===== src/hw/rtl/i2p_pkg.sv =====
`default_nettype none
// ----------------------------------------------------------------------------
// i2p_pkg: shared types and constants of the infix to postfix converter
// Transfer payloads, character codes, symbol classes and control states.
// ----------------------------------------------------------------------------
package i2p_pkg;

    localparam int unsigned SYM_W = 8;

    localparam logic OP_CHAR = 1'b0;
    localparam logic OP_END  = 1'b1;

    localparam logic [SYM_W-1:0] CH_LPAREN = 8'h28;
    localparam logic [SYM_W-1:0] CH_RPAREN = 8'h29;
    localparam logic [SYM_W-1:0] CH_MUL    = 8'h2A;
    localparam logic [SYM_W-1:0] CH_DIV    = 8'h2F;
    localparam logic [SYM_W-1:0] CH_ADD    = 8'h2B;
    localparam logic [SYM_W-1:0] CH_SUB    = 8'h2D;
    localparam logic [SYM_W-1:0] CH_NUL    = 8'h00;

    localparam logic [1:0] ERR_NONE      = 2'd0;
    localparam logic [1:0] ERR_UNMATCHED = 2'd1;
    localparam logic [1:0] ERR_OVERFLOW  = 2'd2;

    typedef struct packed {
        logic             op;
        logic [SYM_W-1:0] symbol;
    } i2p_in_t;

    typedef struct packed {
        logic [SYM_W-1:0] out_symbol;
        logic             last;
        logic [1:0]       error;
    } i2p_out_t;

    typedef struct packed {
        logic push;
        logic pop;
    } i2p_ctl_t;

    typedef enum logic [2:0] {
        CLS_NONE,
        CLS_FLUSH,
        CLS_CHAR,
        CLS_OPEN,
        CLS_CLOSE,
        CLS_MUL,
        CLS_ADD
    } i2p_cls_t;

    typedef enum logic {
        ST_IDLE,
        ST_WORK
    } i2p_state_t;

    function automatic logic is_mul(input logic [SYM_W-1:0] c);
        return (c == CH_MUL) || (c == CH_DIV);
    endfunction

    function automatic logic is_arith(input logic [SYM_W-1:0] c);
        return (c == CH_MUL) || (c == CH_DIV) || (c == CH_ADD) || (c == CH_SUB);
    endfunction

    function automatic i2p_cls_t classify(input logic op, input logic [SYM_W-1:0] c);
        i2p_cls_t cls;
        if (op == OP_END) begin
            cls = CLS_FLUSH;
        end else if ((c >= 8'h61 && c <= 8'h7A) || (c >= 8'h41 && c <= 8'h5A) ||
                     (c >= 8'h30 && c <= 8'h39)) begin
            cls = CLS_CHAR;
        end else if (c == CH_LPAREN) begin
            cls = CLS_OPEN;
        end else if (c == CH_RPAREN) begin
            cls = CLS_CLOSE;
        end else if (is_mul(c)) begin
            cls = CLS_MUL;
        end else if ((c == CH_ADD) || (c == CH_SUB)) begin
            cls = CLS_ADD;
        end else begin
            cls = CLS_NONE;
        end
        return cls;
    endfunction

endpackage
`default_nettype wire


===== src/hw/rtl/i2p_cell.sv =====
`default_nettype none
// ----------------------------------------------------------------------------
// i2p_cell: one entry of the shifting operator stack
// Takes the upper neighbor on a push and the lower neighbor on a pop.
// ----------------------------------------------------------------------------
module i2p_cell (
    input  wire logic                          aclk,
    input  wire i2p_pkg::i2p_ctl_t             ctl,
    input  wire logic [i2p_pkg::SYM_W-1:0]     up_data,
    input  wire logic [i2p_pkg::SYM_W-1:0]     down_data,
    output      logic [i2p_pkg::SYM_W-1:0]     data
);

    logic [i2p_pkg::SYM_W-1:0] data_reg;
    logic [i2p_pkg::SYM_W-1:0] data_next;

    always_comb begin
        priority if (ctl.push) begin
            data_next = up_data;
        end else if (ctl.pop) begin
            data_next = down_data;
        end else begin
            data_next = data_reg;
        end
    end

    always_ff @(posedge aclk) begin
        data_reg <= data_next;
    end

    assign data = data_reg;

endmodule
`default_nettype wire


===== src/hw/rtl/infix_to_postfix_converter_core.sv =====
`default_nettype none
// ----------------------------------------------------------------------------
// infix_to_postfix_converter_core: shunting-yard infix to postfix converter
//
// Input channel s_*: one infix character per transfer (op = 0), or an end
// marker (op = 1) that flushes the operator stack and emits NUL.
// Result channel m_*: postfix characters and error results; last marks the
// final result caused by an input transfer.
// Operators live in a row of STACK_DEPTH shifting cells; the top is cell 0.
// An input transfer is taken in the idle state; the work state then runs its
// stack steps (one push, one pop, or one emitted result) in order. A letter or
// digit emits itself, an operator emits its pops and then pushes, a close paren
// emits its pops and then drops the open paren, a flush pops every entry and then
// emits NUL, an ignored character is dropped. The next item is taken once the current one is done.
// Results sit in an output register; while a result is pending and the receiver
// stalls, every stack step waits, and the input channel holds off until the item is done.
// Reset empties the stack and clears the output valid; stack contents and the
// output payload need no reset.
// ----------------------------------------------------------------------------
module infix_to_postfix_converter_core #(
    parameter int unsigned STACK_DEPTH = 32
) (
    input  wire logic              aclk,
    input  wire logic              aresetn,
    input  wire logic              s_valid,
    output      logic              s_ready,
    input  wire i2p_pkg::i2p_in_t  s_payload,
    output      logic              m_valid,
    input  wire logic              m_ready,
    output      i2p_pkg::i2p_out_t m_payload
);

    localparam int unsigned CW = $clog2(STACK_DEPTH + 1);
    localparam logic [CW-1:0] FULL = CW'(STACK_DEPTH);

    i2p_pkg::i2p_state_t        state_reg, state_next;
    i2p_pkg::i2p_cls_t          cls_reg, cls_next;
    logic [i2p_pkg::SYM_W-1:0]  sym_reg, sym_next;
    logic                       phase_reg, phase_next;
    logic [CW-1:0]              count_reg, count_next;
    logic                       m_valid_reg, m_valid_next;
    i2p_pkg::i2p_out_t          m_payload_reg, m_payload_next;

    i2p_pkg::i2p_ctl_t          ctl;
    logic                       emit;
    i2p_pkg::i2p_out_t          emit_payload;
    logic                       out_free;
    logic                       has_top, has_second, full;
    logic [i2p_pkg::SYM_W-1:0]  top, second;
    logic [i2p_pkg::SYM_W-1:0]  cell_data [STACK_DEPTH];

    genvar gi;
    generate
        for (gi = 0; gi < STACK_DEPTH; gi++) begin : g_cell
            logic [i2p_pkg::SYM_W-1:0] up_d, down_d;
            if (gi == 0) begin : g_first
                assign up_d = sym_reg;
            end else begin : g_mid_up
                assign up_d = cell_data[gi-1];
            end
            if (gi == STACK_DEPTH - 1) begin : g_last
                assign down_d = cell_data[gi];
            end else begin : g_mid_down
                assign down_d = cell_data[gi+1];
            end
            i2p_cell u_cell (
                .aclk      (aclk),
                .ctl       (ctl),
                .up_data   (up_d),
                .down_data (down_d),
                .data      (cell_data[gi])
            );
        end
    endgenerate

    assign top        = cell_data[0];
    assign second     = cell_data[1];
    assign has_top    = (count_reg != '0);
    assign has_second = (count_reg > CW'(1));
    assign full       = (count_reg == FULL);
    assign out_free   = !m_valid_reg || m_ready;

    always_comb begin
        state_next   = state_reg;
        cls_next     = cls_reg;
        sym_next     = sym_reg;
        phase_next   = phase_reg;
        count_next   = count_reg;
        ctl          = '0;
        emit         = 1'b0;
        emit_payload = '0;
        s_ready      = 1'b0;

        unique case (state_reg)
            i2p_pkg::ST_IDLE: begin
                s_ready = 1'b1;
                if (s_valid) begin
                    cls_next   = i2p_pkg::classify(s_payload.op, s_payload.symbol);
                    sym_next   = s_payload.symbol;
                    phase_next = 1'b0;
                    if (cls_next != i2p_pkg::CLS_NONE) begin
                        state_next = i2p_pkg::ST_WORK;
                    end
                end
            end
            i2p_pkg::ST_WORK: begin
                if (out_free) begin
                    unique case (cls_reg)
                        i2p_pkg::CLS_FLUSH: begin
                            emit = 1'b1;
                            if (has_top) begin
                                ctl.pop                 = 1'b1;
                                emit_payload.out_symbol = top;
                            end else begin
                                emit_payload.out_symbol = i2p_pkg::CH_NUL;
                                emit_payload.last       = 1'b1;
                                state_next              = i2p_pkg::ST_IDLE;
                            end
                        end
                        i2p_pkg::CLS_CHAR: begin
                            emit                    = 1'b1;
                            emit_payload.out_symbol = sym_reg;
                            emit_payload.last       = 1'b1;
                            state_next              = i2p_pkg::ST_IDLE;
                        end
                        i2p_pkg::CLS_CLOSE: begin
                            priority if (has_top && top != i2p_pkg::CH_LPAREN) begin
                                emit                    = 1'b1;
                                ctl.pop                 = 1'b1;
                                emit_payload.out_symbol = top;
                                emit_payload.last       = has_second &&
                                                          (second == i2p_pkg::CH_LPAREN);
                            end else if (has_top) begin
                                ctl.pop    = 1'b1;
                                state_next = i2p_pkg::ST_IDLE;
                            end else begin
                                emit               = 1'b1;
                                emit_payload.error = i2p_pkg::ERR_UNMATCHED;
                                emit_payload.last  = 1'b1;
                                state_next         = i2p_pkg::ST_IDLE;
                            end
                        end
                        i2p_pkg::CLS_MUL, i2p_pkg::CLS_ADD, i2p_pkg::CLS_OPEN: begin
                            priority if (cls_reg == i2p_pkg::CLS_MUL && !phase_reg &&
                                         has_top && i2p_pkg::is_mul(top)) begin
                                // pop one, then push with room guaranteed
                                emit                    = 1'b1;
                                ctl.pop                 = 1'b1;
                                emit_payload.out_symbol = top;
                                emit_payload.last       = 1'b1;
                                phase_next              = 1'b1;
                            end else if (cls_reg == i2p_pkg::CLS_ADD && has_top &&
                                         i2p_pkg::is_arith(top)) begin
                                emit                    = 1'b1;
                                ctl.pop                 = 1'b1;
                                emit_payload.out_symbol = top;
                                emit_payload.last       = !(has_second &&
                                                            i2p_pkg::is_arith(second));
                            end else if (full) begin
                                emit               = 1'b1;
                                emit_payload.error = i2p_pkg::ERR_OVERFLOW;
                                emit_payload.last  = 1'b1;
                                state_next         = i2p_pkg::ST_IDLE;
                            end else begin
                                ctl.push   = 1'b1;
                                state_next = i2p_pkg::ST_IDLE;
                            end
                        end
                        default: begin
                            state_next = i2p_pkg::ST_IDLE;
                        end
                    endcase
                end
            end
            default: begin
                state_next = i2p_pkg::ST_IDLE;
            end
        endcase

        priority if (ctl.push) begin
            count_next = count_reg + CW'(1);
        end else if (ctl.pop) begin
            count_next = count_reg - CW'(1);
        end else begin
            count_next = count_reg;
        end

        priority if (emit) begin
            m_valid_next   = 1'b1;
            m_payload_next = emit_payload;
        end else if (m_ready) begin
            m_valid_next   = 1'b0;
            m_payload_next = m_payload_reg;
        end else begin
            m_valid_next   = m_valid_reg;
            m_payload_next = m_payload_reg;
        end
    end

    always_ff @(posedge aclk) begin
        if (!aresetn) begin
            state_reg   <= i2p_pkg::ST_IDLE;
            count_reg   <= '0;
            m_valid_reg <= 1'b0;
            phase_reg   <= 1'b0;
        end else begin
            state_reg   <= state_next;
            count_reg   <= count_next;
            m_valid_reg <= m_valid_next;
            phase_reg   <= phase_next;
        end
    end

    always_ff @(posedge aclk) begin
        cls_reg       <= cls_next;
        sym_reg       <= sym_next;
        m_payload_reg <= m_payload_next;
    end

    assign m_valid   = m_valid_reg;
    assign m_payload = m_payload_reg;

    a_no_push_full: assert property (@(posedge aclk) disable iff (!aresetn)
        ctl.push |-> (count_reg != FULL))
        else $error("push onto a full stack");

    a_no_pop_empty: assert property (@(posedge aclk) disable iff (!aresetn)
        ctl.pop |-> (count_reg != '0))
        else $error("pop from an empty stack");

    a_emit_free: assert property (@(posedge aclk) disable iff (!aresetn)
        emit |-> out_free)
        else $error("result overwrites a pending transfer");

    a_count_bound: assert property (@(posedge aclk) disable iff (!aresetn)
        count_reg <= FULL)
        else $error("stack count out of range");

endmodule
`default_nettype wire


===== config.mk =====
export PLATFORM = sky130hd
export DESIGN_NAME = infix_to_postfix_converter_core
export DESIGN_NICKNAME = d
export VERILOG_FILES = /design/src/hw/rtl/i2p_pkg.sv /design/src/hw/rtl/i2p_cell.sv /design/src/hw/rtl/infix_to_postfix_converter_core.sv
export SDC_FILE = /design/constraint.sdc
export NUM_CORES = 1
export LEC_CHECK = 0
export BUFFER_PORTS_ARGS = -buffer_cell sky130_fd_sc_hd__buf_4
export CORE_MARGIN = 8
export CORE_UTILIZATION = 45
export CTS_BUF_LIST = sky130_fd_sc_hd__clkbuf_2 sky130_fd_sc_hd__clkbuf_4 sky130_fd_sc_hd__clkbuf_8
export CTS_CLUSTER_SIZE = 12
export DETAILED_ROUTE_END_ITERATION = 16
export SETUP_SLACK_MARGIN = 0.3
export SYNTH_ARGS = -nofsm -noshare
export SYNTH_HDL_FRONTEND = slang
export SYNTH_SLANG_ARGS = --single-unit

===== constraint.sdc =====
create_clock -name aclk -period 12.14 [get_ports aclk]
set_clock_uncertainty 0.15 [all_clocks]
set_input_delay 0.607 -clock aclk [delete_from_list [all_inputs] [get_ports aclk]]
set_output_delay 0.607 -clock aclk [all_outputs]
set_load 0.005 [all_outputs]

Word level (Yosys, flattened, before mapping). Cells that the tools add are included.

Flip-flop bits (word level): 287. Word-level logic and storage cells: 230.

$add $sub $neg: 2. $lt $le $gt $ge: 7. Eq/ne operators: 27. Multiplexer cells: 118. Bitwise gates (word level): 1. Reduce and logical (&&, ||, !) cells: 34.

Operators with widths (count): 2-to-1 mux 8 bit (65); == test 8 x 6 -> 1 bit (second input constant) (15); one-hot mux 9 bit (4 select lines) (1); 2-to-1 mux 3 bit (10); 2-to-1 mux 1 bit (28); greater-or-equal comparator 8 x 7 -> 1 bit (second input constant) (2); less-or-equal comparator 8 x 7 -> 1 bit (second input constant) (2); 2-to-1 mux 6 bit (2); logical AND 1 bit (11); logical OR 1 bit (11); 2-to-1 mux 2 bit (5); == test 3 bit (second input constant) (3); 2-to-1 mux 9 bit (1); one-hot mux 1 bit (3 select lines) (3); greater-or-equal comparator 8 x 6 -> 1 bit (second input constant) (1); less-or-equal comparator 8 x 6 -> 1 bit (second input constant) (1); inequality test 8 x 6 -> 1 bit (second input constant) (1); adder 6 x 1 -> 6 bit (second input constant) (1); == test 3 x 2 -> 1 bit (second input constant) (2); == test 6 bit (second input constant) (1); > comparator 6 x 1 -> 1 bit (second input constant) (1); inequality test 2 x 1 -> 1 bit (second input constant) (3); nonzero test 6 bit (1); subtractor 6 x 1 -> 6 bit (second input constant) (1); 12 further kinds (17).

Depth between registers and ports, before layout.
Word-level depth: 14. Depth in mapped cells: 9.

Modules after synthesis. A second synthesis with hierarchy kept.

Cell total of the unflattened synthesis: 769. Area, all modules: 13987.2 um^2.

By module, submodules not included: i2p_cell (times used 32, cells each 18, area each 377.9 um^2, seq. area each 240.2 um^2); infix_to_postfix_converter_core (times used 1, cells each 193, area each 1895.6 um^2, seq. area each 840.8 um^2).

Worst setup path before layout. Ideal clock, no wire load.

Path kind: register -> register. Start point: reg g_cell[0].u_cell.data_reg (netlist bit g_cell[0].u_cell.data[6]). End point: reg count_reg[5]. Data arrival time: 8.737 ns. Data required time: 11.896 ns. Path slack: 3.158 ns. Cell stages (with the launch flop): 7. Period minus slack after synthesis: 8.982 ns. Path through: edfxtp_1 -> or4b_4 -> a2111oi_4 -> nand3_2 -> o21ai_2 -> o21ai_1 -> mux2i_1.

Word-level cells in the longest chain between the ends: 11.

Ends and longest elaborated chain: start: declaration (line i2p_cell.sv:14) `logic [i2p_pkg::SYM_W-1:0] data_reg;`; start signal: assignment (line i2p_cell.sv:28) `data_reg <= data_next;`; == test 8 x 6 -> 1 bit (line i2p_pkg.sv:57, i2p_pkg.sv:61); logical OR 1 bit (line i2p_pkg.sv:57, i2p_pkg.sv:61); logical OR 1 bit (2 in series) (line i2p_pkg.sv:61) `return (c == CH_MUL) || (c == CH_DIV) || (c == CH_ADD) || (c == CH_SUB);`; logical AND 1 bit (line infix_to_postfix_converter_core.sv:152) `end else if (cls_reg == i2p_pkg::CLS_ADD && has_top &&`; 2-to-1 mux 1 bit; 2-to-1 mux 1 bit (line infix_to_postfix_converter_core.sv:144) `priority if (cls_reg == i2p_pkg::CLS_MUL && !phase_reg &&`; one-hot mux 1 bit (3 select lines) or 2-to-1 mux 1 bit (tied branches) (line infix_to_postfix_converter_core.sv:108) `unique case (cls_reg)`; 2-to-1 mux 2 bit * (line infix_to_postfix_converter_core.sv:107) `if (out_free) begin`; 2-to-1 mux 2 bit * (line infix_to_postfix_converter_core.sv:94) `unique case (state_reg)`; nonzero test 2 bit (no source line) or 2-to-1 mux 6 bit (tied branches); end signal: assignment (line infix_to_postfix_converter_core.sv:208) `count_reg <= count_next;`; end: declaration (line infix_to_postfix_converter_core.sv:40) `logic [CW-1:0] count_reg, count_next;`.

Mark *: on every way between the ends. The rest lies on a longest branch, timed or not. A chain may end at the register's enable or synchronous reset.

Worst setup path in the final report.
Start point: reg cls_reg[1]. End point: reg g_cell[14].u_cell.data_reg (netlist bit g_cell[14].u_cell.data[4]) (data pin).

Word-level cells in the longest chain between the ends: 9.

Ends and longest elaborated chain: start: declaration (line infix_to_postfix_converter_core.sv:37) `i2p_pkg::i2p_cls_t cls_reg, cls_next;`; start signal: assignment (line infix_to_postfix_converter_core.sv:215) `cls_reg <= cls_next;`; == test 3 bit, on equally long branches (line infix_to_postfix_converter_core.sv:108, infix_to_postfix_converter_core.sv:152, infix_to_postfix_converter_core.sv:144); logical AND 1 bit, on equally long branches (2 in series) (line infix_to_postfix_converter_core.sv:152, infix_to_postfix_converter_core.sv:144); 2-to-1 mux 1 bit or logical AND 1 bit (tied branches) (line infix_to_postfix_converter_core.sv:152, infix_to_postfix_converter_core.sv:145); 2-to-1 mux 1 bit (line infix_to_postfix_converter_core.sv:144); 2-to-1 mux 1 bit * (line infix_to_postfix_converter_core.sv:108); 2-to-1 mux 2 bit * (line infix_to_postfix_converter_core.sv:107); 2-to-1 mux 2 bit * (line infix_to_postfix_converter_core.sv:94); 2-to-1 mux 8 bit * (line i2p_cell.sv:18) `priority if (ctl.push) begin`; via g_cell[14].u_cell.data_next (one bit) (line i2p_cell.sv:15) `logic [i2p_pkg::SYM_W-1:0] data_next;`; end signal: assignment (line i2p_cell.sv:28); end: declaration (line i2p_cell.sv:14).

The timed path passes the listed nets; every way through them passes the cells marked *.

==> flow_summary.json <==
{
  "cts.sinks": 287,
  "synth_top_cell_by_area": "edfxtp_1",
  "arrival_ns": 5.30,
  "initial_core_util_pct": 45.3,
  "ys.flop_type": "edfxtp_1",
  "cts_buffers": 48,
  "vias_per_cell": 5.24,
  "worstMarginPinSlew_ns": 1.26,
  "antenna_left": 0,
  "synth.area.top_cells": "edfxtp_1 (63%), mux2_4 (19%), mux2_2 (6.8%)",
  "cts-root-buf": "clkbuf_8",
  "slowest_stage": "buf_4",
  "mostFrequentLayoutCells": "edfxtp_1 (278), mux2_4 (170), mux2_2 (80), clkbuf_8 (48), buf_4 (26)",
  "cap_violations": 0,
  "cts_tree": "done",
  "finalMaxSlewViolations": 0,
  "syn_area_per_cell_um2": 18.4,
  "rsz0062_at_grt": "no",
  "drive_above_1_share_pct": 45.0,
  "die_area_um2": 35300,
  "largest_reg_flops": 256,
  "layout_min_cycle_time_ns": 5.15,
  "h-tree-depth": 2,
  "core_area_um2": 29400,
  "wl_per_cell_um": 17.2,
  "drtIter0Drc": 505,
  "fin_tns_setup_ns": 0,
  "status": "complete, no violations",
  "vias": 6252,
  "slew_headroom_pct": 15.7,
  "seq_area_frac_synth_pct": 64.1,
  "post_cts_buffers": 0,
  "startpoint_type": "flop",
  "grt_use_total_pct": 11.5,
  "fmax_mhz": 194,
  "hpwl_mm": 11.3,
  "critPathMaxFanout": 164,
  "hold_viol": 0,
  "hp-class": "input port to flop",
  "gp_congestion": 0.778,
  "fin_util_pct": 50.0,
  "finalPower_mw": 2.04,
  "first_pass_iters": 4,
  "ctsResizeCount": 0,
  "fin_hold_ws_ns": 0.0939,
  "port_buffers": 25,
  "ir_worst_vdd_uv": 68.5,
  "powerDensity_nw_per_um2": 139,
  "setup_viol": 0,
  "synth.top_cell.area_share_pct": 62.7,
  "die_width_um": 188,
  "rows": 63,
  "critPathMaxStageDelay_ns": 1.00,
  "final_common_cell": "edfxtp_1",
  "clock_path_buffers": 3,
  "ys.warnings.count": 0,
  "clkLatencyLatePin_ns": 0.56,
  "grt_overflow": 0,
  "cp-end-kind": "flop",
  "setup_ws_ns": 6.99,
  "p_leak_nw": 4.16,
  "drc": 0,
  "fillers": 2422,
  "clkTransAtPathRegs_ns": 0.06,
  "die_h_um": 188,
  "area_growth_pct": 10.3,
  "ys_async_sr_fraction_pct": 0,
  "netlist_area_um2": 13300,
  "worstPathRequired_ns": 12.29,
  "finalNetCount": 782,
  "grt_max_degree": 227,
  "io-pin-count": 26,
  "synth_cell_types": 57,
  "worstPathCellList": "xor2_1 > o2111ai_1 > nand2b_1 > nor2_4 > buf_4 > buf_12 > mux2_2",
  "grt_pass1_vias": 6539,
  "wl_mm": 20.5,
  "syn_nets": 740,
  "post-route-period-util_pct": 42.4,
  "grt_pass1_wl_mm": 34.6,
  "antenna_found_initial": 0,
  "ctsHoldBuffers": 0,
  "synth_edf_count": 278,
  "syn_inst": 724,
  "timing_worst_setup_path_type": "flop to flop",
  "ys_seq_elements": 287,
  "insertedDiodeCount": 0,
  "dp_slack_ns": 7.13
}
## cell usage after synthesis (3+ instances only)
cell type  count
a21o_1         3
a21oi_1        5
a22oi_1        9
buf_2         11
buf_6         19
clkbuf_1       3
dfxtp_1        9
edfxtp_1     278
ha_1           3
inv_1         10
mux2_2        80
mux2_4       170
mux2i_1        4
nand2_1       10
nand2b_1       8
nand3_1        6
nand4_1        3
nor2_1        22
nor3_1         5
nor3b_1        3
o21ai_0        8
o21ai_1        3
xnor2_1        3
## logic make-up after synthesis
group / count (synthesis) / synth area share (%)
flops: 287 / 64.1
mux: 254 / 26.2
simple gates: 78 / 3.41
compound gates: 51 / 3.13
buf+inv: 46 / 2.53
xor+xnor: 5 / 0.329
fa+ha+maj: 3 / 0.282
## final timing paths
| check | from | to | slack [ns] | depth (start not counted) |
|---|---|---|---|---|
| max reg2reg | cls_reg[1]$_DFFE_PP_ | g_cell[14].u_cell.data[4]$_DFFE_PP_ | 6.99 | 7 |
| min | s_payload[6] | g_cell[0].up_d[6]$_DFFE_PP_ | 0.09 | 1 |
| min reg2reg | g_cell[30].u_cell.data[1]$_DFFE_PP_ | g_cell[31].u_cell.data[1]$_DFFE_PP_ | 0.32 | 0 |
| max | cls_reg[1]$_DFFE_PP_ | g_cell[14].u_cell.data[4]$_DFFE_PP_ | 6.99 | 7 |
## power by group
group          switching, mW  internal, mW
Clock                  0.385         0.461
Sequential           0.00843          1.09
Combinational         0.0507        0.0370
Total                  0.445          1.59
## stage by stage
step                std cells  cell area [um2]
floorplan                 724            13300
global placement         1106            13700
detailed placement       1106            13700
CTS                      1192            14700
global route             1192            14700
finish                   1192            14700
## metal layers
metal | share of wire (%) | vias to the layer above | track usage (%)
met5 | 0 | - | 0
met4 | 3.0 | 0 | 4.67
met3 | 4.5 | 54 | 2.86
met2 | 44 | 119 | 16.5
met1 | 49 | 3142 | 16.5
li1 | - | 2937 | -
## critical path, delay by kind of cell (launching register included)
kind / cells / cell delay (ns)
buffers and inverters: 2 / 1.75
DFF: 1 / 0.64
and+or+nand+nor: 2 / 1.16
AOI/OAI and AO/OA: 1 / 0.20
muxes: 1 / 0.42
xor gates and xnor gates: 1 / 0.23
## cell type report
class	instances	area [um2]	share of cell area, %
clock buffer	56	721	4.91
inverter	10	37.5	0.256
tap	390	488	3.32
timing repair buffer	28	235	1.60
sequential	287	8530	58.1
clock inverter	30	220	1.50
multi-input combinational	391	4460	30.4
Power figures use the tool's default switching activity.
